`src/rtl/svr_pkg.sv`:
```
// shared types, constants and sample decode for the sample playback voice
// no dependencies
package svr_pkg;

  localparam int MAX_FRAMES = 65536;
  localparam int ADDR_W     = $clog2(MAX_FRAMES);
  localparam int POS_W      = 29;
  localparam int FRAC_W     = 12;
  localparam int FC_W       = 17;
  localparam int CFG_DATA_W = 17;
  localparam int CFG_IDX_W  = 3;
  localparam int FC_CAP     = (MAX_FRAMES < 65536) ? MAX_FRAMES : 65536;
  localparam int FC_MIN     = 3;
  localparam int UNITY      = 4096;

  localparam logic [POS_W-1:0] LOOP_END_RST = POS_W'((FC_CAP - 2) * UNITY);

  typedef enum logic [CFG_IDX_W-1:0] {
    REG_STEREO_MODE   = 3'd0,
    REG_SAMPLE_FORMAT = 3'd1,
    REG_FRAME_COUNT   = 3'd2,
    REG_STEP          = 3'd3,
    REG_LEFT_VOLUME   = 3'd4,
    REG_RIGHT_VOLUME  = 3'd5,
    REG_PLAY_COUNT    = 3'd6
  } reg_idx_t;

  typedef enum logic {
    FMT_S16 = 1'b0,
    FMT_U8  = 1'b1
  } sample_fmt_t;

  typedef enum logic {
    ACT_LOAD = 1'b0,
    ACT_TICK = 1'b1
  } action_t;

  typedef struct packed {
    logic              stereo_mode;
    logic              sample_format;
    logic [POS_W-1:0]  loop_end;
    logic [15:0]       step_increment;
    logic [12:0]       left_volume;
    logic [12:0]       right_volume;
    logic [7:0]        play_count;
  } cfg_t;

  typedef struct packed {
    logic cap_s0;
    logic mul_frac;
    logic mul_vol;
  } lane_ctl_t;

  function automatic logic signed [15:0] decode_word(logic [15:0] w, logic fmt);
    logic signed [15:0] r;
    if (sample_fmt_t'(fmt) == FMT_U8) begin
      r = $signed({~w[7], w[6:0], 8'h00});
    end else begin
      r = $signed(w);
    end
    return r;
  endfunction

endpackage

```
`src/rtl/svr_cfg.sv`:
```
// configuration registers; frame count is kept as a clamped Q12 loop end
// depends on svr_pkg
module svr_cfg
  import svr_pkg::*;
(
  input  logic                  clk,
  input  logic                  rst,
  input  logic                  cfg_write,
  input  logic [CFG_IDX_W-1:0]  cfg_index,
  input  logic [CFG_DATA_W-1:0] cfg_data,
  output cfg_t                  cfg
);

  logic [FC_W-1:0]  fc_lo;
  logic [FC_W-1:0]  fc_clamped;
  logic [POS_W-1:0] loop_end_next;

  always_comb begin
    fc_lo = (cfg_data[FC_W-1:0] < FC_W'(FC_MIN)) ? FC_W'(FC_MIN) : cfg_data[FC_W-1:0];
    fc_clamped = (fc_lo > FC_W'(FC_CAP)) ? FC_W'(FC_CAP) : fc_lo;
    loop_end_next = POS_W'(fc_clamped - FC_W'(2)) << FRAC_W;
  end

  always_ff @(posedge clk) begin
    if (rst) begin
      cfg.stereo_mode    <= 1'b0;
      cfg.sample_format  <= 1'b0;
      cfg.loop_end       <= LOOP_END_RST;
      cfg.step_increment <= 16'd4096;
      cfg.left_volume    <= 13'd4096;
      cfg.right_volume   <= 13'd4096;
      cfg.play_count     <= 8'd1;
    end else if (cfg_write) begin
      unique case (reg_idx_t'(cfg_index))
        REG_STEREO_MODE:   cfg.stereo_mode    <= cfg_data[0];
        REG_SAMPLE_FORMAT: cfg.sample_format  <= cfg_data[0];
        REG_FRAME_COUNT:   cfg.loop_end       <= loop_end_next;
        REG_STEP:          cfg.step_increment <= cfg_data[15:0];
        REG_LEFT_VOLUME:   cfg.left_volume    <= cfg_data[12:0];
        REG_RIGHT_VOLUME:  cfg.right_volume   <= cfg_data[12:0];
        REG_PLAY_COUNT:    cfg.play_count     <= cfg_data[7:0];
        default: ;
      endcase
    end
  end

endmodule

```
`config.mk`:
```
export PLATFORM = sky130hd
export DESIGN_NAME = svr_cfg
export DESIGN_NICKNAME = d
export VERILOG_FILES = /design/src/rtl/svr_pkg.sv /design/src/rtl/svr_cfg.sv
export SDC_FILE = /design/constraint.sdc
export NUM_CORES = 1
export LEC_CHECK = 0
export ABC_AREA = 0
export BUFFER_PORTS_ARGS = -buffer_cell sky130_fd_sc_hd__buf_2
export CAP_MARGIN = 20
export CORE_MARGIN = 2
export CORE_UTILIZATION = 37
export CTS_BUF_LIST = sky130_fd_sc_hd__clkbuf_4
export DETAILED_ROUTE_END_ITERATION = 7
export PLACE_DENSITY = 0.59
export SETUP_SLACK_MARGIN = 0.5
export SLEW_MARGIN = 20
export SYNTH_ARGS = -nofsm -noshare
export SYNTH_HDL_FRONTEND = slang
export SYNTH_SLANG_ARGS = --single-unit
export TNS_END_PERCENT = 1
```
`constraint.sdc`:
```
create_clock -name clk -period 5.9 [get_ports clk]
set_input_delay 0.295 -clock clk [delete_from_list [all_inputs] [get_ports clk]]
set_output_delay 0.295 -clock clk [all_outputs]
set_load 0.01 [all_outputs]
```
==> results of run 1 <==
## critical path: cells and delay by family
family,cells,cell delay (ns)
AOI/OAI and AO/OA,4,0.47
adders and majority gates,1,0.37
muxes,1,0.33
and+or+nand+nor,3,0.98
buffers and inverters,1,0.18
## through the flow
step           worst slack (ns)  utilization  hold WS (ns)  cells
6_report                   3.57        0.457         0.156    562
5_1_grt                    3.34        0.457         0.146    562
4_1_cts                    3.62        0.457         0.143    562
3_5_place_dp               3.17        0.439         0.445    546
3_3_place_gp               3.24        0.439         0.437    546
2_1_floorplan              3.58            -         0.419    389
## area by class of cell
cell class                      instances  share of cell area
Clock buffer                           11              0.0233
Clock inverter                          5              0.0145
Multi-Input combinational cell        279               0.401
Tap cell                              102              0.0360
Inverter                                3             0.00317
Timing Repair Buffer                   93               0.133
Sequential cell                        69               0.389
## cell families (layout without fill, tap and decap cells)
logic type / Yosys count / in the layout
AND/OR/NAND/NOR: 174 / 174
AO/OA/AOI/OAI: 83 / 83
flip-flops: 69 / 69
buffers and inverters: 41 / 112
XOR/XNOR: 5 / 5
multiplexers: 4 / 4
adder cells (fa/ha/maj): 1 / 1
other: 1 / 12
## layout by cell type, fill, tap and decap left out, drive strengths merged, types with 2 or more instances in the layout
master / Yosys / layout
and2: 3 / 3
nand3: 9 / 9
o211ai: 2 / 2
xnor2: 4 / 4
a21oi: 57 / 57
o2111ai: 2 / 2
dfxtp: 69 / 69
nand2b: 3 / 3
nor4: 3 / 3
conb: 1 / 12
nor3: 7 / 7
buf: 15 / 93
and3: 5 / 5
o21ai: 4 / 4
a31oi: 2 / 2
nor2: 24 / 24
o41ai: 3 / 3
inv: 3 / 3
mux2i: 3 / 3
or2: 2 / 2
nand2: 109 / 109
o31ai: 2 / 2
a211o: 2 / 2
or4: 2 / 2
o221ai: 2 / 2
clkinv: 0 / 4
nor2b: 2 / 2
clkbuf: 23 / 11
## layer usage
metal  share of wire  vias up  routed length, um  GRT usage
li1                -     1408                  -          -
met1            0.47     1332               4010      0.278
met2            0.45       84               3830      0.305
met3           0.070        8                597     0.0588
met4           0.011        0                 91     0.0616
met5               0        -                  0          0
## worst paths after layout
path,startpoint,to,slack (ns),depth (start not counted)
max,cfg_data[3],cfg[77]$_SDFFE_PP1P_,3.57,10
min,cfg_data[15],cfg[49]$_SDFFE_PP0P_,0.16,3
max reg2reg,cfg[63]$_SDFFE_PP1P_,cfg[63]$_SDFFE_PP1P_,5.10,2
min reg2reg,cfg[16]$_SDFFE_PP0P_,cfg[16]$_SDFFE_PP0P_,0.46,2
## power groups by stage
stage | logic [mW] | clock network (mW) | registers (mW)
finish | 0.0953 | 0.304 | 0.481
global route | 0.106 | 0.335 | 0.483
CTS | 0.0953 | 0.314 | 0.482
detailed placement | 0.0952 | 0 | 0.492
global placement | 0.0942 | 0 | 0.492
floorplan | 0.0592 | 0 | 0.497
==> results.yml, run 1 <==
synthesis:
  synth_cell_types: 51
  synthTopCellsByArea: "dfxtp_1 (47%), nand2_1 (14%), a21oi_1 (9.4%)"
  synthesis.area_um2: 2970
  synthTopCellsByCount: "nand2_1 (109), dfxtp_1 (69), a21oi_1 (56)"
  synth-simple-area-share: 0.263
  synth.area.mux_share: 0.0139
  synth_top_area_frac: 0.465
  synth_top_family_by_area: "simple AND/OR/NAND/NOR gates"
  synth_most_common_cell: "nand2_1"
  synth_flop_cell: "dfxtp_1"
  ys_seq_area_frac: 0.465
  synth_top_cell_by_area: "dfxtp_1"
  yosys_warnings: 0
  synthCells: 378
  synth_edf_count: 0
  ys_ff_latch: 69
  async_reset_ff_frac: 0
  synth_compound_area_frac: 0.168
  avgSynthCellArea_um2: 7.86
  synthAdderAreaFrac: 0.00421
  synth_xor_area_frac: 0.0147
place:
  place_area_um2: 3410
  finalWeightedCongestion: 0.840
  port_buffers: 91
  dp_hpwl_um: 5780
clock_network:
  hold_buffers: 0
  cts_resized: 0
  cts_tree: "yes"
  clk_pin_slew_ns: 0.11
  clock_latency_ns: 0.41
  cts_buffer_depth: 2
  h-tree-depth: 3
  postCtsSetupBuffers: 0
  cts_root_buf: "clkbuf_4"
  cts_buffers: 9
  clock-sinks: 69
sta:
  hold_violations: 0
  fin_crit_ns: 2.33
  fmax_mhz: 429
  fin_setup_tns_ns: 0
  grt_setup_unrepaired: "no"
  slew_headroom: 0.348
  skew_ns: 0
  post-route-period-util: 0.395
  finalMaxSlewViolations: 0
  setup_viol: 0
  worstMarginPinSlew_ns: 0.975
drt:
  antenna_left: 0
  dr.first_iter.drc_count: 233
  first_pass_iters: 5
  routed_wl_um: 8520
  vias_per_cell: 5.04
  post_drt_wl_per_cell_um: 15.2
  remaining_drc_errors: 0
  num_vias: 2832
floorplanning:
  die-area_um2: 8760
  row_count: 32
  die_y_um: 93.6
  die_x_um: 93.6
  initial_utilization: 0.382
  core-area_um2: 7770
  io_pins: 104
cells_and_area:
  fillers: 847
  largest_reg_flops: 69
  areaGrowthSynthToFinish_pct: 19.4
  diodes: 0
  top_register: "cfg"
  reg.largest.list: "cfg x69"
  drive_gt1_frac: 0.254
  regArea_um2: 1380
  multi_input_area_um2: 1420
  nNetsFinal: 479
  fin_area_um2: 3550
grt:
  gr-total-overflow: 0
  grt_pass1_wl_um: 13500
  antenna_found_initial: 0
  grtUsageTotal: 0.202
  grt_pass1_vias: 2593
  grt_max_degree: 56
critical_path:
  critPathLaunchType: "primary input"
  worstSetupEndpointType: "flop"
  crit_arrival_ns: 2.63
  slowest_delay_ns: 0.49
  critPathMaxFanout: 13
  worstPathRequired_ns: 6.20
  cp_cell_sequence: "buf_2 -> nor4_1 -> nand2_1 -> nor3_1 -> o21ai_0 -> ha_1 -> mux2_2 -> a31oi_1 -> a41o_1 -> a21oi_1"
  crit_slowest_cell: "nor4_1"
  crit_type: "primary input to flop"
pwr:
  swShare: 0.270
  combPwrFrac: 0.108
  max-vdd-ir-drop_uv: 103
  seqPwrFrac: 0.546
  p_clk_frac: 0.345
  p_int_mw: 0.643
  p_leak_nw: 1.47
  power.switching_mw: 0.238
  totalPowerFinal_mw: 0.881
  p_per_area_nw_per_um2: 248
min_path:
  hp-class: "primary input to flop"
status:
  outcome: "completed"
flow_run:
  cap_violations: 0
Note: power is estimated with default switching activity, not from simulation.
==> inputs of run 2 (changes only) <==
--- a/config.mk
+++ b/config.mk
@@ -12,7 +12,7 @@
 export CORE_UTILIZATION = 37
 export CTS_BUF_LIST = sky130_fd_sc_hd__clkbuf_4
 export DETAILED_ROUTE_END_ITERATION = 7
-export PLACE_DENSITY = 0.59
+export PLACE_DENSITY = 0.62
 export SETUP_SLACK_MARGIN = 0.5
 export SLEW_MARGIN = 20
 export SYNTH_ARGS = -nofsm -noshare
==> constraint.sdc (replaced) <==
create_clock -name clk -period 2.1 [get_ports clk]
set_input_delay 0.105 -clock clk [delete_from_list [all_inputs] [get_ports clk]]
set_output_delay 0.105 -clock clk [all_outputs]
set_load 0.01 [all_outputs]
==> run 2 against run 1 <==
Power rose to 2.9 times the previous value; via count rose by 4.3%; global-route usage rose by 0.80 points; combinational power rose to 3.3 times the previous value; core utilization rose by 3.4 points; clock skew did not move; final area up 7.4%; register-to-register slack worse by 3.8 ns; routed wire length up 7.1%; clock-buffer cell count down 1; largest cell class unchanged; largest power group unchanged.
==> results.yml, run 2 (same netlist as run 1, synthesis figures left out) <==
grt:
  use_met1: 0.301
  grt_pass1_vias: 2700
  gr-total-overflow: 0
  grtUsageTotal: 0.210
  met3_usage: 0.0492
  antenna_found_initial: 0
  grt_pass1_wl_um: 14000
  gr-usage-met2: 0.305
  grt.busiest_layer: "met2"
  grt_max_degree: 54
clock_network:
  cts_buffer_depth: 2
  clk_pin_slew_ns: 0.10
  cts_buffers: 9
  clock_latency_ns: 0.43
  clock-sinks: 69
  cts_root_buf: "clkbuf_4"
  h-tree-depth: 3
  cts_tree: "yes"
cells_and_area:
  diodes: 0
  reg.largest.list: "cfg x69"
  areaGrowthSynthToFinish_pct: 28.3
  largest_reg_flops: 69
  layout_commonest_cell: "nand2_1"
  fin_area_um2: 3810
  nNetsFinal: 507
  drive_gt1_frac: 0.305
  top_register: "cfg"
  final_cell_mix: "nand2_1 (109), buf_2 (91), dfxtp_1 (69)"
min_path:
  hp-class: "primary input to flop"
  hp-start: "cfg_data[15]"
critical_path:
  critPathMaxFanout: 8
  worstPathRequired_ns: 2.41
  worstSetupEndpointType: "flop"
  crit_end: "cfg[76]$_SDFFE_PP1P_"
  critPathBufInv: 3
  crit_type: "primary input to flop"
  cp_cell_sequence: "dlygate4sd3_1 -> buf_2 -> or2_2 -> o41ai_2 -> buf_4 -> and2_1 -> a21oi_1"
  worstReg2RegEnd: "cfg[63]$_SDFFE_PP1P_"
  cp_top_family: "buffers and inverters"
  slowest_delay_ns: 0.53
  critPathLaunchType: "primary input"
  rr_worst_depth: 2
  r2r_setup_slack_ns: 1.27
  path_depth: 7
  crit_slowest_cell: "dlygate4sd3_1"
  reg2reg_from: "cfg[63]$_SDFFE_PP1P_"
  crit_arrival_ns: 1.84
  crit_start: "cfg_data[0]"
drt:
  routed_wl_um: 9130
  antenna_left: 0
  remaining_drc_errors: 0
  dr.first_iter.drc_count: 186
  post_drt_wl_per_cell_um: 15.5
  num_vias: 2955
  first_pass_iters: 4
  vias_per_cell: 5.01
sta:
  post-route-period-util: 0.731
  fin_setup_tns_ns: 0
  skew_ns: 0
  hold_violations: 0
  slew_headroom: 0.513
  fin_crit_ns: 1.54
  grt_setup_unrepaired: "no"
  holdWs_ns: 0.0620
  fmax_mhz: 651
  finalMaxSlewViolations: 0
  setup_viol: 0
  worstMarginPinSlew_ns: 0.728
floorplanning:
  io_pins: 104
  die_y_um: 93.6
  die_x_um: 93.6
  core-area_um2: 7770
  die-area_um2: 8760
  initial_utilization: 0.382
  row_count: 32
pwr:
  max-vdd-ir-drop_uv: 337
  p_per_area_nw_per_um2: 667
  p_leak_nw: 1.61
  totalPowerFinal_mw: 2.54
place:
  port_buffers: 91
  place_area_um2: 3600
  finalWeightedCongestion: 0.871
  dp_hpwl_um: 6390
status:
  outcome: "completed"
flow_run:
  cap_violations: 0
[run 2: cell types whose count changed in the layout (fill, tap and decap cells not counted), moves of 2 or more]
cell | before | now
buf_4 | 2 | 26
dlygate4sd3_1 | 0 | 3
clkinv_1 | 2 | 0
clkinvlp_4 | 0 | 2
nor4_1 | 2 | 0
[run 2: layout make-up]
cell class	instances	area, um^2
tap	102	128
sequential	69	1380
inverter	3	11.3
clock buffer	10	75.1
timing repair buffer	121	686
clock inverter	6	63.8
fill	791	3960
multi-input combinational	279	1470
[run 2: tightest hold or removal path: cells and delay by family]
kind | cells | cell delay, ns
AO/OA/AOI/OAI | 2 | 0.20
buffers and inverters | 1 | 0.12
[run 2: repair_timing]
action / in CTS / in global routing
gates resized for setup: 0 / 3
endpoints found under the setup margin: 0 / 5
setup buffers: 0 / 4
hold buffers: 3 / 0
endpoints found under the hold margin: 5 / 0
[run 2: per-stage QoR]
stage | cells | setup slack [ns] | utilization
global route | 590 | 0.497 | 0.490
finish | 590 | 0.565 | 0.490
detailed placement | 567 | 0.103 | 0.463
global placement | 567 | 0.128 | 0.463
CTS | 586 | 0.561 | 0.485
floorplan | 389 | 0.208 | -
[run 2: how the worst min path moves through the flow]
| stage | end | slack, ns | depth (start not counted) |
|---|---|---|---|
| floorplan | cfg[20]$_SDFFE_PP1P_ | 0.23 | 2 |
| global placement | cfg[49]$_SDFFE_PP0P_ | 0.40 | 3 |
| detailed placement | cfg[49]$_SDFFE_PP0P_ | 0.41 | 3 |
| CTS | cfg[77]$_SDFFE_PP1P_ | 0.03 | 3 |
| global route | cfg[67]$_SDFFE_PP1P_ | 0.05 | 3 |
| finish | cfg[77]$_SDFFE_PP1P_ | 0.06 | 3 |
[run 2: report_power, final]
part	switching [mW]	internal [mW]	leakage [nW]
sequential	0.0155	1.34	0.559
combinational	0.200	0.118	0.975
clock	0.497	0.374	0.0724
[run 2: layer usage]
metal	vias to the layer above	wire, um
li1	1470	-
met1	1356	4420
met2	118	3920
met3	11	668
met4	0	121
met5	-	0
==> inputs of run 3 (changes only) <==
--- a/config.mk
+++ b/config.mk
@@ -12,7 +12,7 @@
 export CORE_UTILIZATION = 37
 export CTS_BUF_LIST = sky130_fd_sc_hd__clkbuf_4
 export DETAILED_ROUTE_END_ITERATION = 7
-export PLACE_DENSITY = 0.62
+export PLACE_DENSITY = 0.59
 export SETUP_SLACK_MARGIN = 0.5
 export SLEW_MARGIN = 20
 export SYNTH_ARGS = -nofsm -noshare
==> constraint.sdc (replaced) <==
create_clock -name clk -period 1.5 [get_ports clk]
set_input_delay 0.075 -clock clk [delete_from_list [all_inputs] [get_ports clk]]
set_output_delay 0.075 -clock clk [all_outputs]
set_load 0.01 [all_outputs]
==> run 3 against run 2 <==
The run now ends with negative setup slack left; sequential share of layout area down 0.47 points; largest cell class unchanged; clock skew stayed put; die area unchanged; clock-buffer cell count up 1; final area is 1.3% higher; core utilization rose by 0.64 points; power grew 33%; register-to-register slack lost 0.59 ns; cell count grew 1.7%.
==> results.yml, run 3 (same netlist as run 1, synthesis figures left out) <==
critical_path:
  crit_type: "primary input to flop"
  cp_cell_sequence: "buf_2 -> or4_4 -> or4b_4 -> nor4b_4 -> xnor2_1 -> a21oi_2"
  critPathLaunchType: "primary input"
  cp_top_family: "simple AND/OR/NAND/NOR gates"
  slowest_delay_ns: 0.58
  critPathBufInv: 1
  crit_arrival_ns: 1.81
  critPathMaxFanout: 4
  worstSetupEndpointType: "flop"
  worstPathRequired_ns: 1.81
  crit_start: "cfg_data[3]"
  reg2reg_from: "cfg[63]$_SDFFE_PP1P_"
  crit_slowest_cell: "or4b_4"
sta:
  setup_viol: 1
  fin_crit_ns: 1.50
  worstMarginPinSlew_ns: 0.558
  fmax_mhz: 666
  finalMaxSlewViolations: 0
  skew_ns: 0
  grt_setup_unrepaired: "yes"
  post-route-period-util: 1.00
  fin_setup_tns_ns: -0.00225
  slew_headroom: 0.628
  layout_setup_ws_ns: -0.00225
  hold_violations: 0
clock_network:
  hold_buffers: 0
  h-tree-depth: 3
  clk_pin_slew_ns: 0.11
  cts_root_buf: "clkbuf_4"
  cts_buffer_depth: 2
  postCtsSetupBuffers: 0
  clock_latency_ns: 0.41
  clock-sinks: 69
  cts_tree: "yes"
  cts_buffers: 9
cells_and_area:
  reg.largest.list: "cfg x69"
  diodes: 0
  fillers: 826
  fin_area_um2: 3860
  final_cell_mix: "nand2_1 (109), buf_2 (91), dfxtp_1 (69)"
  largest_reg_flops: 69
  layout_commonest_cell: "nand2_1"
  areaGrowthSynthToFinish_pct: 29.9
  top_register: "cfg"
  nNetsFinal: 517
  drive_gt1_frac: 0.325
grt:
  gr-total-overflow: 0
  grt_pass1_vias: 2713
  grtUsageTotal: 0.213
  grt_pass1_wl_um: 14200
  antenna_found_initial: 0
  grt_max_degree: 54
drt:
  num_vias: 2991
  dr.first_iter.drc_count: 209
  antenna_left: 0
  vias_per_cell: 4.99
  first_pass_iters: 6
  remaining_drc_errors: 0
  routed_wl_um: 9160
  post_drt_wl_per_cell_um: 15.3
place:
  finalWeightedCongestion: 0.866
  port_buffers: 91
  place_area_um2: 3730
  dp_hpwl_um: 6610
pwr:
  p_per_area_nw_per_um2: 877
  max-vdd-ir-drop_uv: 401
  p_leak_nw: 1.65
status:
  outcome: "complete, but fails checks"
  violations: "negative setup slack"
floorplanning:
  die_x_um: 93.6
  initial_utilization: 0.382
  die-area_um2: 8760
  core-area_um2: 7770
  row_count: 32
  io_pins: 104
  die_y_um: 93.6
min_path:
  hp-start: "cfg_data[0]"
  hp-class: "primary input to flop"
flow_run:
  cap_violations: 0
## run 3: changes by cell type in the layout (fill, tap and decap cells not counted)
cell           delta
buf_4            +14
bufinv_16         -1
clkbuf_2          -1
clkbuf_4          +1
clkinv_2          +2
clkinv_4          -1
clkinvlp_4        -1
dlygate4sd3_1     -3
nor4_2            -1
nor4_4            +1
## run 3: report_power, final
group / total, mW / switching (mW) / internal (mW)
Clock: 1.03 / 0.660 / 0.367
Sequential: 1.89 / 0.0212 / 1.87
Combinational: 0.464 / 0.285 / 0.179
Total: 3.38 / 0.966 / 2.42
## run 3: per-layer routing
layer,track usage,up-vias,share of wire
li1,-,1490,-
met1,0.308,1383,0.48
met2,0.315,104,0.45
met3,0.0411,14,0.054
met4,0.0797,0,0.017
met5,0,-,0
## run 3: stage by stage
| step | util | power, mW | setup WS (ns) | cells | hold WS (ns) |
|---|---|---|---|---|---|
| after CTS | 0.494 | 3.40 | 0.0166 | 600 | 0.0286 |
| after floorplan | - | 2.19 | -0.362 | 389 | 0.199 |
| final | 0.497 | 3.38 | -0.00225 | 600 | 0.0524 |
| after detailed placement | 0.480 | 2.39 | -0.429 | 584 | 0.443 |
| after global routing | 0.497 | 3.55 | -0.00385 | 600 | 0.0542 |
| after global placement | 0.480 | 2.38 | -0.409 | 584 | 0.442 |
## run 3: cell type report
type	instances	area, um^2	area share
Clock buffer	11	82.6	0.0214
Clock inverter	5	27.5	0.00713
Inverter	3	11.3	0.00292
Multi-Input combinational cell	279	1470	0.382
Sequential cell	69	1380	0.358
Tap cell	102	128	0.0331
Timing Repair Buffer	131	756	0.196
## run 3: path summary, 6_finish.rpt
kind / endpoint / slack, ns / cells past startpoint
worst min register to register: cfg[17]$_SDFFE_PP0P_ / 0.46 / 2
worst max-delay path: cfg[74]$_SDFFE_PP1P_ / -0.002 / 6
worst max register to register: cfg[63]$_SDFFE_PP1P_ / 0.68 / 2
worst min-delay path: cfg[0]$_SDFFE_PP1P_ / 0.05 / 4
## run 3: tightest hold or removal path, delay by kind of cell
family	cells	cell delay (ns)
simple gates	2	0.12
buf+inv	2	0.23
## run 3: repair_timing
item | 4_1_cts | 5_1_grt
endpoints found under the setup margin | 26 | 77
gates resized for setup | 0 | 4
pin swaps | 0 | 1
