## src/rtl/svr_pkg.sv

```systemverilog
// shared types, constants and sample decode for the sample playback voice
// no dependencies
package svr_pkg;

  localparam int MAX_FRAMES = 65536;
  localparam int ADDR_W     = $clog2(MAX_FRAMES);
  localparam int POS_W      = 29;
  localparam int FRAC_W     = 12;
  localparam int FC_W       = 17;
  localparam int CFG_DATA_W = 17;
  localparam int CFG_IDX_W  = 3;
  localparam int FC_CAP     = (MAX_FRAMES < 65536) ? MAX_FRAMES : 65536;
  localparam int FC_MIN     = 3;
  localparam int UNITY      = 4096;

  localparam logic [POS_W-1:0] LOOP_END_RST = POS_W'((FC_CAP - 2) * UNITY);

  typedef enum logic [CFG_IDX_W-1:0] {
    REG_STEREO_MODE   = 3'd0,
    REG_SAMPLE_FORMAT = 3'd1,
    REG_FRAME_COUNT   = 3'd2,
    REG_STEP          = 3'd3,
    REG_LEFT_VOLUME   = 3'd4,
    REG_RIGHT_VOLUME  = 3'd5,
    REG_PLAY_COUNT    = 3'd6
  } reg_idx_t;

  typedef enum logic {
    FMT_S16 = 1'b0,
    FMT_U8  = 1'b1
  } sample_fmt_t;

  typedef enum logic {
    ACT_LOAD = 1'b0,
    ACT_TICK = 1'b1
  } action_t;

  typedef struct packed {
    logic              stereo_mode;
    logic              sample_format;
    logic [POS_W-1:0]  loop_end;
    logic [15:0]       step_increment;
    logic [12:0]       left_volume;
    logic [12:0]       right_volume;
    logic [7:0]        play_count;
  } cfg_t;

  typedef struct packed {
    logic cap_s0;
    logic mul_frac;
    logic mul_vol;
  } lane_ctl_t;

  function automatic logic signed [15:0] decode_word(logic [15:0] w, logic fmt);
    logic signed [15:0] r;
    if (sample_fmt_t'(fmt) == FMT_U8) begin
      r = $signed({~w[7], w[6:0], 8'h00});
    end else begin
      r = $signed(w);
    end
    return r;
  endfunction

endpackage

```

## src/rtl/svr_lane.sv

```systemverilog
// one output side: decode, linear interpolation, volume scale, saturation
// depends on svr_pkg
module svr_lane
  import svr_pkg::*;
(
  input  logic               clk,
  input  lane_ctl_t          ctl,
  input  logic               sample_format,
  input  logic [15:0]        rdata,
  input  logic [FRAC_W-1:0]  frac,
  input  logic [12:0]        volume,
  output logic signed [15:0] sample
);

  logic signed [15:0] s0;
  logic signed [15:0] s1;
  logic signed [16:0] diff;
  logic signed [29:0] prod_c;
  logic signed [29:0] prod;
  logic signed [17:0] interp;
  logic signed [31:0] scaled_c;
  logic signed [31:0] scaled;
  logic signed [19:0] shifted;

  always_comb begin
    s1 = decode_word(rdata, sample_format);
    diff = {s1[15], s1} - {s0[15], s0};
    prod_c = diff * $signed({1'b0, frac});
    interp = $signed(prod[29:12]) + 18'(s0);
    scaled_c = interp * $signed({1'b0, volume});
    shifted = scaled[31:12];
    if (shifted > 20'sd32767) begin
      sample = 16'sh7fff;
    end else if (shifted < -20'sd32768) begin
      sample = -16'sh8000;
    end else begin
      sample = shifted[15:0];
    end
  end

  always_ff @(posedge clk) begin
    if (ctl.cap_s0) begin
      s0 <= s1;
    end
    if (ctl.mul_frac) begin
      prod <= prod_c;
    end
    if (ctl.mul_vol) begin
      scaled <= scaled_c;
    end
  end

endmodule

```

## config.mk

```make
export PLATFORM = sky130hd
export DESIGN_NAME = svr_lane
export DESIGN_NICKNAME = d
export VERILOG_FILES = /design/src/rtl/svr_pkg.sv /design/src/rtl/svr_lane.sv
export SDC_FILE = /design/constraint.sdc
export NUM_CORES = 1
export LEC_CHECK = 0
export BUFFER_PORTS_ARGS = -buffer_cell sky130_fd_sc_hd__buf_2
export CAP_MARGIN = 20
export CELL_PAD_IN_SITES_DETAIL_PLACEMENT = 0
export CELL_PAD_IN_SITES_GLOBAL_PLACEMENT = 2
export CORE_MARGIN = 5
export CORE_UTILIZATION = 26
export DETAILED_ROUTE_END_ITERATION = 8
export GPL_TIMING_DRIVEN = 0
export PLACE_DENSITY = 0.53
export SYNTH_ARGS = -nofsm -noshare
export SYNTH_HDL_FRONTEND = slang
export SYNTH_SLANG_ARGS = --single-unit
```

## constraint.sdc

```tcl
create_clock -name clk -period 21.2 [get_ports clk]
set_input_delay 2.12 -clock clk [delete_from_list [all_inputs] [get_ports clk]]
set_output_delay 2.12 -clock clk [all_outputs]
set_load 0.01 [all_outputs]
```

==> qor.tcl, run 1 <==
set qor(route.final.wire_length_mm) 63.16
set qor(routed_wire_length_per_instance_um) 18.92
set qor(final_util_pct) 28.52
set qor(critPathSlowestCell) {fa_1}
set qor(grt_overflow_total) 0
set qor(antenna_found_initial) 2
set qor(critical-path-max-stage-delay_ns) 0.87
set qor(grt_pass1_vias) 16890
set qor(die-area_um2) 82780
set qor(timing_max_transition_violations_final) 0
set qor(track_usage_pct) 15.76
set qor(max_slew.worst_pin.slew_ns) 1.031
set qor(syn_nets) 2884
set qor(rsz0062_at_grt) {no}
set qor(worst_skew_pair.late_latency_ns) 0.32
set qor(htreeDepth) 2
set qor(postCtsSetupRepairBufs) 0
set qor(cts_buffers) 5
set qor(die_x_um) 287.7
set qor(floorplan.die.height_um) 287.7
set qor(gp_congestion) 0.8132
set qor(port_buffers) 49
set qor(synth_seq_area_share_pct) 8.086
set qor(clk_transition_reported_paths_ns) 0.09
set qor(synthToLayoutAreaGrowth_pct) 8.392
set qor(postCtsHoldBufs) 0
set qor(synthCells) 2252
set qor(worst_ep_required_time_ns) 21.27
set qor(synthesis.area_um2) 20050
set qor(route.detailed.drc) 0
set qor(cts_sinks) 54
set qor(tritoncts) {yes}
set qor(startpoint_type) {primary input}
set qor(cts_max_path_buffers) 2
set qor(synth_top_cell_area_share_pct) 41.13
set qor(post_synth.cell_area_avg_um2) 8.905
set qor(crit_path_top_cell_by_count) {fa_1}
set qor(critical_path_peak_fanout) 10
set qor(synth_area_leaders) {fa_1 (41%), ha_1 (11%), inv_1 (10%), edfxtp_1 (8.1%), and2_1 (5.1%)}
set qor(core_region_area_um2) 76200
set qor(period_utilization_pct) 53.33
set qor(cap_violations) 0
set qor(setup-tns-final_ns) 0
set qor(most_common_cell_after_layout_fill_and_taps_aside) {inv_1}
set qor(cts.repair.resized) 0
set qor(maxClockFrequency_ghz) 0.08845
set qor(finalClockSkew_ns) 0.01478
set qor(ys_warn_count) 0
set qor(insertedDiodeCount) 0
set qor(clk_root_buffer_cell) {clkbuf_16}
set qor(grt_start_max_net_pins) 21
set qor(final_cell_mix) {inv_1 (532), fa_1 (412), nand2_1 (273), ha_1 (174), and2_1 (165)}
set qor(synth_edf_count) 54
set qor(final.min_clock_period_ns) 11.31
set qor(io-pin-count) 62
set qor(ys_seq_elements) 54
set qor(filler_cell_count) 8295
set qor(outcome) {completed}
set qor(synth_cell_types) 67
set qor(initial_utilization_pct) 26.32
set qor(drtPass1Iterations) 4
set qor(classification_of_the_worst_slack_hold_path) {flop to flop}
set qor(grt_first_pass_wirelength_mm) 100.8
set qor(avgViaCountPerCell) 4.396
set qor(final-setup-viol-count) 0
set qor(hold_viol) 0
set qor(slew_headroom_pct) 31.11
set qor(worstSetupEndpointType) {flop}
set qor(proportion_of_synthesized_flip_flops_having_asynchronous_set_or_reset_pct) 0
set qor(num_vias) 14680
set qor(rows) 101
set qor(ant_nets) 0
set qor(initialDrtViolationCount) 460
set qor(critPathArrivalTime_ns) 11.37
set qor(finalNetCount) 2940
set qor(critPathKind) {primary input to flop}
set qor(most_area_hungry_cell_type_in_the_yosys_netlist) {fa_1}
set qor(final_hpwl_from_detailed_placement_mm) 54.86
set qor(synth-main-ff-cell) {edfxtp_1}
set qor(final_layout_size_suffix_gt1_share_pct) 4.201
## synthesized netlist by cell type, types with 8 or more instances
library cell	number
buf_2	9
a21oi_1	46
nand2_1	273
a21o_1	16
fa_1	412
inv_1	532
nor2_1	59
o21a_1	33
nand3_1	61
and3_1	8
nor4_1	10
nor3_1	21
o21ai_0	19
xor2_1	17
a311oi_1	18
and2_1	165
ha_1	174
a31o_2	9
clkbuf_1	100
nor2b_1	41
nor3b_1	8
xnor2_1	48
edfxtp_1	54
nand2b_1	11
o211ai_1	21
## metrics by stage
step | hold slack [ns] | area [um2] | std cells | setup WS [ns]
after global routing | 1.972 | 21740 | 3339 | 9.332
after detailed placement | 1.887 | 21590 | 3331 | 9.472
after global placement | 1.862 | 21590 | 3331 | 9.477
after CTS | 1.929 | 21740 | 3339 | 9.841
final | 1.871 | 21740 | 3339 | 9.894
after floorplan | 1.267 | 20050 | 2252 | 11.46
## metal layers
layer / track usage, % / share of wire, %
met5: 0 / 0
met4: 2.894 / 1.7
met3: 0.7997 / 1.8
met2: 28.08 / 49
met1: 21.48 / 47
## worst paths after layout
path / startpoint / to / slack (ns) / cells past startpoint
min reg2reg: prod[12]$_DFFE_PP_ / scaled[21]$_DFFE_PP_ / 1.87 / 7
min: prod[12]$_DFFE_PP_ / scaled[21]$_DFFE_PP_ / 1.87 / 7
max reg2reg: s0[0]$_DFFE_PP_ / scaled[31]$_DFFE_PP_ / 11.43 / 31
max: sample_format / prod[29]$_DFFE_PP_ / 9.89 / 33
## kinds of logic (layout without fill, tap and decap cells)
group                      after synthesis  in the layout  share of synthesized area, %
AOI/OAI and AO/OA                      204            204                         7.319
xor gates and xnor gates                67             67                         3.032
adders and majority gates              586            586                         51.99
muxes                                   14             14                        0.7425
DFF                                     54             54                         8.086
and+or+nand+nor                        677            677                         16.59
buffers and inverters                  650            707                         12.24
## cell type report
cell class	instances	area [um2]	share of cell area, %
Multi-Input combinational cell	1548	15980	73.50
Inverter	534	2004	9.222
Sequential cell	54	1622	7.460
Tap cell	1030	1289	5.929
Buffer	116	450.4	2.072
Timing Repair Buffer	49	245.2	1.128
Clock buffer	5	125.1	0.5756
Clock inverter	3	23.77	0.1094
## registers in the layout, summed over array words and instances (netlist names)
name	cells
scaled	20
prod	18
s0	16
## worst max-delay path: cells and delay by family
family          cells  cell delay [ns]
xor+xnor            1             0.10
simple gates        6             0.89
buf+inv             7             1.61
fa+ha+maj           8             3.86
compound gates     11             2.75
Power of run 1 is not shown: default switching activity piles up to over one toggle a cycle in this logic, so the estimate is an artifact.
==> run 2, diff against run 1 <==
- PLACE_DENSITY: 0.53 -> 0.56
- clock period: 21.2 -> 9.2 ns (I/O delays scaled with it)
==> run 2 against run 1 <==
Flip-flop and latch count unchanged. Clock skew is 0.0039 ns lower. Utilization grew 0.41 points. Sequential share of layout area decreased by 0.11 points. Global-route usage decreased by 0.29 points. Via count up 0.36%. Cell count is 0.27% higher. Non-clock buffer count rose by 9. First-iteration DRC count up 33%. Largest cell class unchanged. Highest routed layer is now met5.
==> qor.tcl, run 2 (synthesized netlist as in run 1, its figures left out) <==
set qor(final_layout_size_suffix_gt1_share_pct) 6.083 ;# +1.9 points
set qor(multi_input_gate_area_in_the_final_layout_um2) 16160 ;# +1.2%
set qor(crit_path_top_cell_by_count) {fa_1}
set qor(final-setup-viol-count) 0 ;# unchanged
set qor(clk_root_buffer_cell) {clkbuf_16}
set qor(most_common_cell_after_layout_fill_and_taps_aside) {inv_1}
set qor(final_hpwl_from_detailed_placement_mm) 53.72 ;# -2.1%
set qor(grt_overflow_total) 0 ;# unchanged
set qor(timing_max_transition_violations_final) 0 ;# unchanged
set qor(critical_path_peak_fanout) 10 ;# unchanged
set qor(ant_nets) 0 ;# unchanged
set qor(rows) 101 ;# unchanged
set qor(maxClockFrequency_ghz) 0.1130
set qor(cts_buffers) 5 ;# unchanged
set qor(max_slew.worst_pin.slew_ns) 0.9430 ;# -0.08790 ns
set qor(finalClockSkew_ns) 0.01093 ;# -0.003855 ns
set qor(grt_first_pass_wirelength_mm) 98.38 ;# -2.4%
set qor(fin_worst_hold_slack_ns) 0.8765 ;# -0.9949 ns
set qor(grt_pass1_vias) 16600 ;# -1.7%
set qor(worst_ep_required_time_ns) 9.27 ;# -12.00 ns
set qor(critPathArrivalTime_ns) 8.92 ;# -2.45 ns
set qor(cts_sinks) 54 ;# unchanged
set qor(tritoncts) {yes}
set qor(antenna_found_initial) 3 ;# +1
set qor(floorplan.die.height_um) 287.7 ;# unchanged
set qor(hold_viol) 0 ;# unchanged
set qor(die_x_um) 287.7 ;# unchanged
set qor(period_utilization_pct) 96.19
set qor(avgViaCountPerCell) 4.400 ;# about the same
set qor(setup-tns-final_ns) 0 ;# unchanged
set qor(final.min_clock_period_ns) 8.850
set qor(die-area_um2) 82780 ;# unchanged
set qor(cap_violations) 0 ;# unchanged
set qor(routed_wire_length_per_instance_um) 18.54 ;# -2.0%
set qor(clk_transition_reported_paths_ns) 0.09 ;# about the same
set qor(critPathKind) {flop to flop}
set qor(route.detailed.drc) 0 ;# unchanged
set qor(gp_congestion) 0.8159 ;# +0.33%
set qor(synthToLayoutAreaGrowth_pct) 9.952
set qor(rsz0062_at_grt) {yes}
set qor(io-pin-count) 62 ;# unchanged
set qor(filler_cell_count) 8234 ;# -0.74%
set qor(outcome) {completed}
set qor(track_usage_pct) 15.47 ;# -0.29 points
set qor(finalNetCount) 2949 ;# +0.31%
set qor(slew_headroom_pct) 36.98 ;# +5.9 points
set qor(worstSetupEndpointType) {flop}
set qor(largest_registers) {scaled (20), prod (18), s0 (16)}
set qor(critPathSlowestCell) {fa_1}
set qor(core_region_area_um2) 76200 ;# unchanged
set qor(max_flop_register) {scaled}
set qor(port_buffers) 49 ;# unchanged
set qor(grt_start_max_net_pins) 21 ;# unchanged
set qor(classification_of_the_worst_slack_hold_path) {primary input to flop}
set qor(insertedDiodeCount) 0 ;# unchanged
set qor(htreeDepth) 2 ;# unchanged
set qor(initialDrtViolationCount) 611 ;# +33%
set qor(final_util_pct) 28.93 ;# +0.41 points
set qor(postCtsHoldBufs) 0 ;# unchanged
set qor(final_cell_mix) {inv_1 (532), fa_1 (410), nand2_1 (273), ha_1 (174), and2_1 (165)}
set qor(num_vias) 14730 ;# +0.36%
set qor(cts_max_path_buffers) 2 ;# unchanged
set qor(initial_utilization_pct) 26.32 ;# unchanged
set qor(worst_skew_pair.late_latency_ns) 0.34 ;# +0.02 ns
set qor(route.final.wire_length_mm) 62.07 ;# -1.7%
set qor(startpoint_type) {flop}
set qor(critical-path-max-stage-delay_ns) 0.55 ;# -0.32 ns
set qor(largest_register_ffs) 20 ;# unchanged
set qor(drtPass1Iterations) 5 ;# +1
set qor(seq_area_um2) 1622 ;# unchanged
-- run 2: stage by stage --
stage               setup slack (ns)  cells  cell area [um2]
detailed placement            -1.351   3331            21590
global placement              -1.307   3331            21590
finish                        0.3503   3348            22050
floorplan                     0.6555   2252            20050
CTS                         0.006017   3339            21820
global route                -0.05670   3348            22050
-- run 2: worst max-delay path, delay by kind of cell (launching register included) --
| family | cells | cell delay (ns) |
|---|---|---|
| simple gates | 4 | 0.72 |
| compound gates | 10 | 2.47 |
| fa+ha+maj | 8 | 3.80 |
| buf+inv | 5 | 0.62 |
| flops | 1 | 0.41 |
| xor+xnor | 2 | 0.54 |
-- run 2: per-layer routing --
layer	track usage (%)	part of all wire (%)
met5	0	0.021
met1	20.92	47
met3	1.829	3.0
met4	3.268	1.9
met2	26.77	48
-- run 2: timing repair --
item	4_1_cts	5_1_grt
resized for setup	19	45
setup buffers	1	10
pin swaps	1	10
setup endpoints to repair	18	15
-- run 2: layout make-up --
cell class	count	share of cell area, %
buffer	114	2.168
clock buffer	5	0.5675
clock inverter	3	0.1305
inverter	534	9.091
multi-input combinational	1548	73.30
sequential	54	7.354
tap	1030	5.845
timing repair buffer	60	1.544
-- run 2: final timing paths --
kind                       from              endpoint  slack [ns]  depth (start not counted)
min reg2reg  prod[29]$_DFFE_PP_  scaled[31]$_DFFE_PP_        1.90                          9
max reg2reg     s0[4]$_DFFE_PP_  scaled[31]$_DFFE_PP_        0.35                         29
min                    rdata[0]       s0[0]$_DFFE_PP_        0.88                          3
max             s0[4]$_DFFE_PP_  scaled[31]$_DFFE_PP_        0.35                         29
Power of run 2 is left out for the same reason.
==> run 3, diff against run 2 <==
- ABC_AREA: default -> 1
- PLACE_DENSITY: 0.56 -> 0.58
==> run 3 against run 2 <==
Maximum frequency up 6.0%. Routed wire length up 8.8%. Clock skew up 0.0064 ns. Worst setup slack better by 0.50 ns. Sequential share of layout area down 0.083 points. First-iteration DRC count up 42%. Die area up 2.5%. Via count up 12%. Register-to-register slack better by 0.60 ns. Flip-flop and latch count unchanged. Critical path type is now primary input to flop. Hold slack better by 0.087 ns.
==> qor.tcl, run 3 <==
set qor(synth_seq_area_share_pct) 7.881 ;# -0.21 points
set qor(largest_register_ffs) 20 ;# unchanged
set qor(synthesis.area_um2) 20570 ;# +2.6%
set qor(setup-tns-final_ns) 0 ;# unchanged
set qor(timing_max_transition_violations_final) 0 ;# unchanged
set qor(critPathSlowestCell) {fa_1}
set qor(final_layout_size_suffix_gt1_share_pct) 4.828 ;# -1.3 points
set qor(clk_root_buffer_cell) {clkbuf_16}
set qor(postCtsHoldBufs) 0 ;# unchanged
set qor(postCtsSetupRepairBufs) 0 ;# -1
set qor(max_flop_register) {scaled}
set qor(worst_ep_required_time_ns) 9.25 ;# -0.02 ns
set qor(largest_registers) {scaled (20), prod (18), s0 (16)}
set qor(synth_cell_types) 53 ;# -21%
set qor(grt_start_max_net_pins) 21 ;# unchanged
set qor(synth_area_leaders) {fa_1 (40%), inv_1 (13%), ha_1 (11%), nand2_1 (8.4%), edfxtp_1 (7.9%)}
set qor(synthCells) 2613 ;# +16%
set qor(most_area_hungry_cell_type_in_the_yosys_netlist) {fa_1}
set qor(filler_cell_count) 8699 ;# +5.6%
set qor(num_vias) 16490 ;# +12%
set qor(synth.top_cells.by_count) {inv_1 (718), nand2_1 (462), fa_1 (412)}
set qor(track_usage_pct) 16.19 ;# +0.71 points
set qor(max_slew.worst_pin.slew_ns) 1.077 ;# +0.1343 ns
set qor(clk_transition_reported_paths_ns) 0.08 ;# about the same
set qor(grt_pass1_vias) 17980 ;# +8.3%
set qor(grt_first_pass_wirelength_mm) 106.7 ;# +8.5%
set qor(gp_congestion) 0.8469 ;# +3.8%
set qor(most_common_cell_after_layout_fill_and_taps_aside) {inv_1}
set qor(floorplan.die.height_um) 291.3 ;# +1.2%
set qor(startpoint_type) {primary input}
set qor(ys_seq_elements) 54 ;# unchanged
set qor(port_buffers) 50 ;# +2.0%
set qor(hold_viol) 0 ;# unchanged
set qor(tritoncts) {yes}
set qor(multi_input_gate_area_in_the_final_layout_um2) 16000 ;# -0.98%
set qor(routed_wire_length_per_instance_um) 18.13 ;# -2.2%
set qor(outcome) {completed}
set qor(seq_area_um2) 1622 ;# unchanged
set qor(cts_buffers) 5 ;# unchanged
set qor(ys_warn_count) 0 ;# unchanged
set qor(drtPass1Iterations) 5 ;# unchanged
set qor(avgViaCountPerCell) 4.429 ;# +0.66%
set qor(final_hpwl_from_detailed_placement_mm) 60.40 ;# +12%
set qor(finalClockSkew_ns) 0.01729 ;# +0.006359 ns
set qor(final_cell_mix) {inv_1 (718), nand2_1 (462), fa_1 (412), nor2_1 (268), ha_1 (174)}
set qor(period_utilization_pct) 90.75 ;# -5.4 points
set qor(cts_sinks) 54 ;# unchanged
set qor(route.final.wire_length_mm) 67.51 ;# +8.8%
set qor(cap_violations) 0 ;# unchanged
set qor(rows) 103 ;# +2.0%
set qor(cts_max_path_buffers) 2 ;# unchanged
set qor(critPathKind) {primary input to flop}
set qor(finalNetCount) 3303 ;# +12%
set qor(rsz0062_at_grt) {no}
set qor(die_x_um) 291.3 ;# +1.2%
set qor(critical-path-max-stage-delay_ns) 0.76 ;# +0.21 ns
set qor(grt_overflow_total) 0 ;# unchanged
set qor(synth_edf_count) 54 ;# unchanged
set qor(post-synth-top-count-cell) {inv_1}
set qor(cts.repair.resized) 0 ;# -19
set qor(synth-main-ff-cell) {edfxtp_1}
set qor(proportion_of_synthesized_flip_flops_having_asynchronous_set_or_reset_pct) 0 ;# unchanged
set qor(htreeDepth) 2 ;# unchanged
set qor(initialDrtViolationCount) 870 ;# +42%
set qor(ant_nets) 0 ;# unchanged
set qor(antenna_found_initial) 2 ;# -1
set qor(worstSetupEndpointType) {flop}
set qor(post_synth.cell_area_avg_um2) 7.874 ;# -12%
set qor(route.detailed.drc) 0 ;# unchanged
set qor(final.min_clock_period_ns) 8.349 ;# -0.5008 ns
set qor(critPathArrivalTime_ns) 8.40 ;# -0.52 ns
set qor(io-pin-count) 62 ;# unchanged
set qor(initial_utilization_pct) 26.13 ;# -0.19 points
set qor(synthToLayoutAreaGrowth_pct) 8.386
set qor(slew_headroom_pct) 27.93 ;# -9.0 points
set qor(maxClockFrequency_ghz) 0.1198 ;# +6.0%
set qor(syn_nets) 3245 ;# +13%
set qor(classification_of_the_worst_slack_hold_path) {primary input to flop}
set qor(final-setup-viol-count) 0 ;# unchanged
set qor(synth_top_cell_area_share_pct) 40.09 ;# -1.0 points
set qor(worst_skew_pair.late_latency_ns) 0.32 ;# -0.02 ns
set qor(critical_path_peak_fanout) 10 ;# unchanged
set qor(die-area_um2) 84860 ;# +2.5%
set qor(core_region_area_um2) 78740 ;# +3.3%
run 3: final timing paths:
path | startpoint | to | slack, ns | depth (start not counted)
max | sample_format | prod[29]$_DFFE_PP_ | 0.85 | 31
min | rdata[7] | s0[7]$_DFFE_PP_ | 0.96 | 3
max reg2reg | s0[0]$_DFFE_PP_ | scaled[18]$_DFFE_PP_ | 0.95 | 30
min reg2reg | prod[29]$_DFFE_PP_ | scaled[31]$_DFFE_PP_ | 1.05 | 5
run 3: layout make-up:
cell class,instances,area share [%]
Timing Repair Buffer,51,1.145
Clock inverter,3,0.1178
Antenna cell,2,0.02244
Multi-Input combinational cell,1782,71.77
Sequential cell,54,7.272
Clock buffer,5,0.5611
Buffer,48,0.9314
Tap cell,1050,5.891
Inverter,729,12.29
run 3: logic make-up after synthesis:
logic type	synth area share, %
buf+inv	14.33
flops	7.881
fa+ha+maj	50.67
simple gates	19.30
compound gates	5.631
xor+xnor	2.189
run 3: critical path: cells and delay by family:
family                     cells  cell delay (ns)
adders and majority gates      7             3.50
and+or+nand+nor               10             1.54
AOI/OAI and AO/OA              5             1.04
buffers and inverters          9             1.38
run 3: through the flow:
stage                     setup slack (ns)  hold slack, ns  cells  utilization [%]  instance area [um2]
after global routing                0.1378          0.9543   3722            28.31                22300
after global placement              0.4724           1.074   3713            28.12                22140
final                               0.8510          0.9632   3724            28.32                22300
after floorplan                      1.959          0.8329   2613                -                20570
after detailed placement            0.3664           1.090   3714            28.12                22140
after CTS                           0.7075          0.9509   3722            28.31                22300
run 3: metal layers:
metal	track usage (%)	part of all wire (%)
met5	0	0
met4	2.517	1.3
met3	1.534	3.8
met2	25.73	44
met1	24.40	51
Power of run 3 is left out for the same reason.
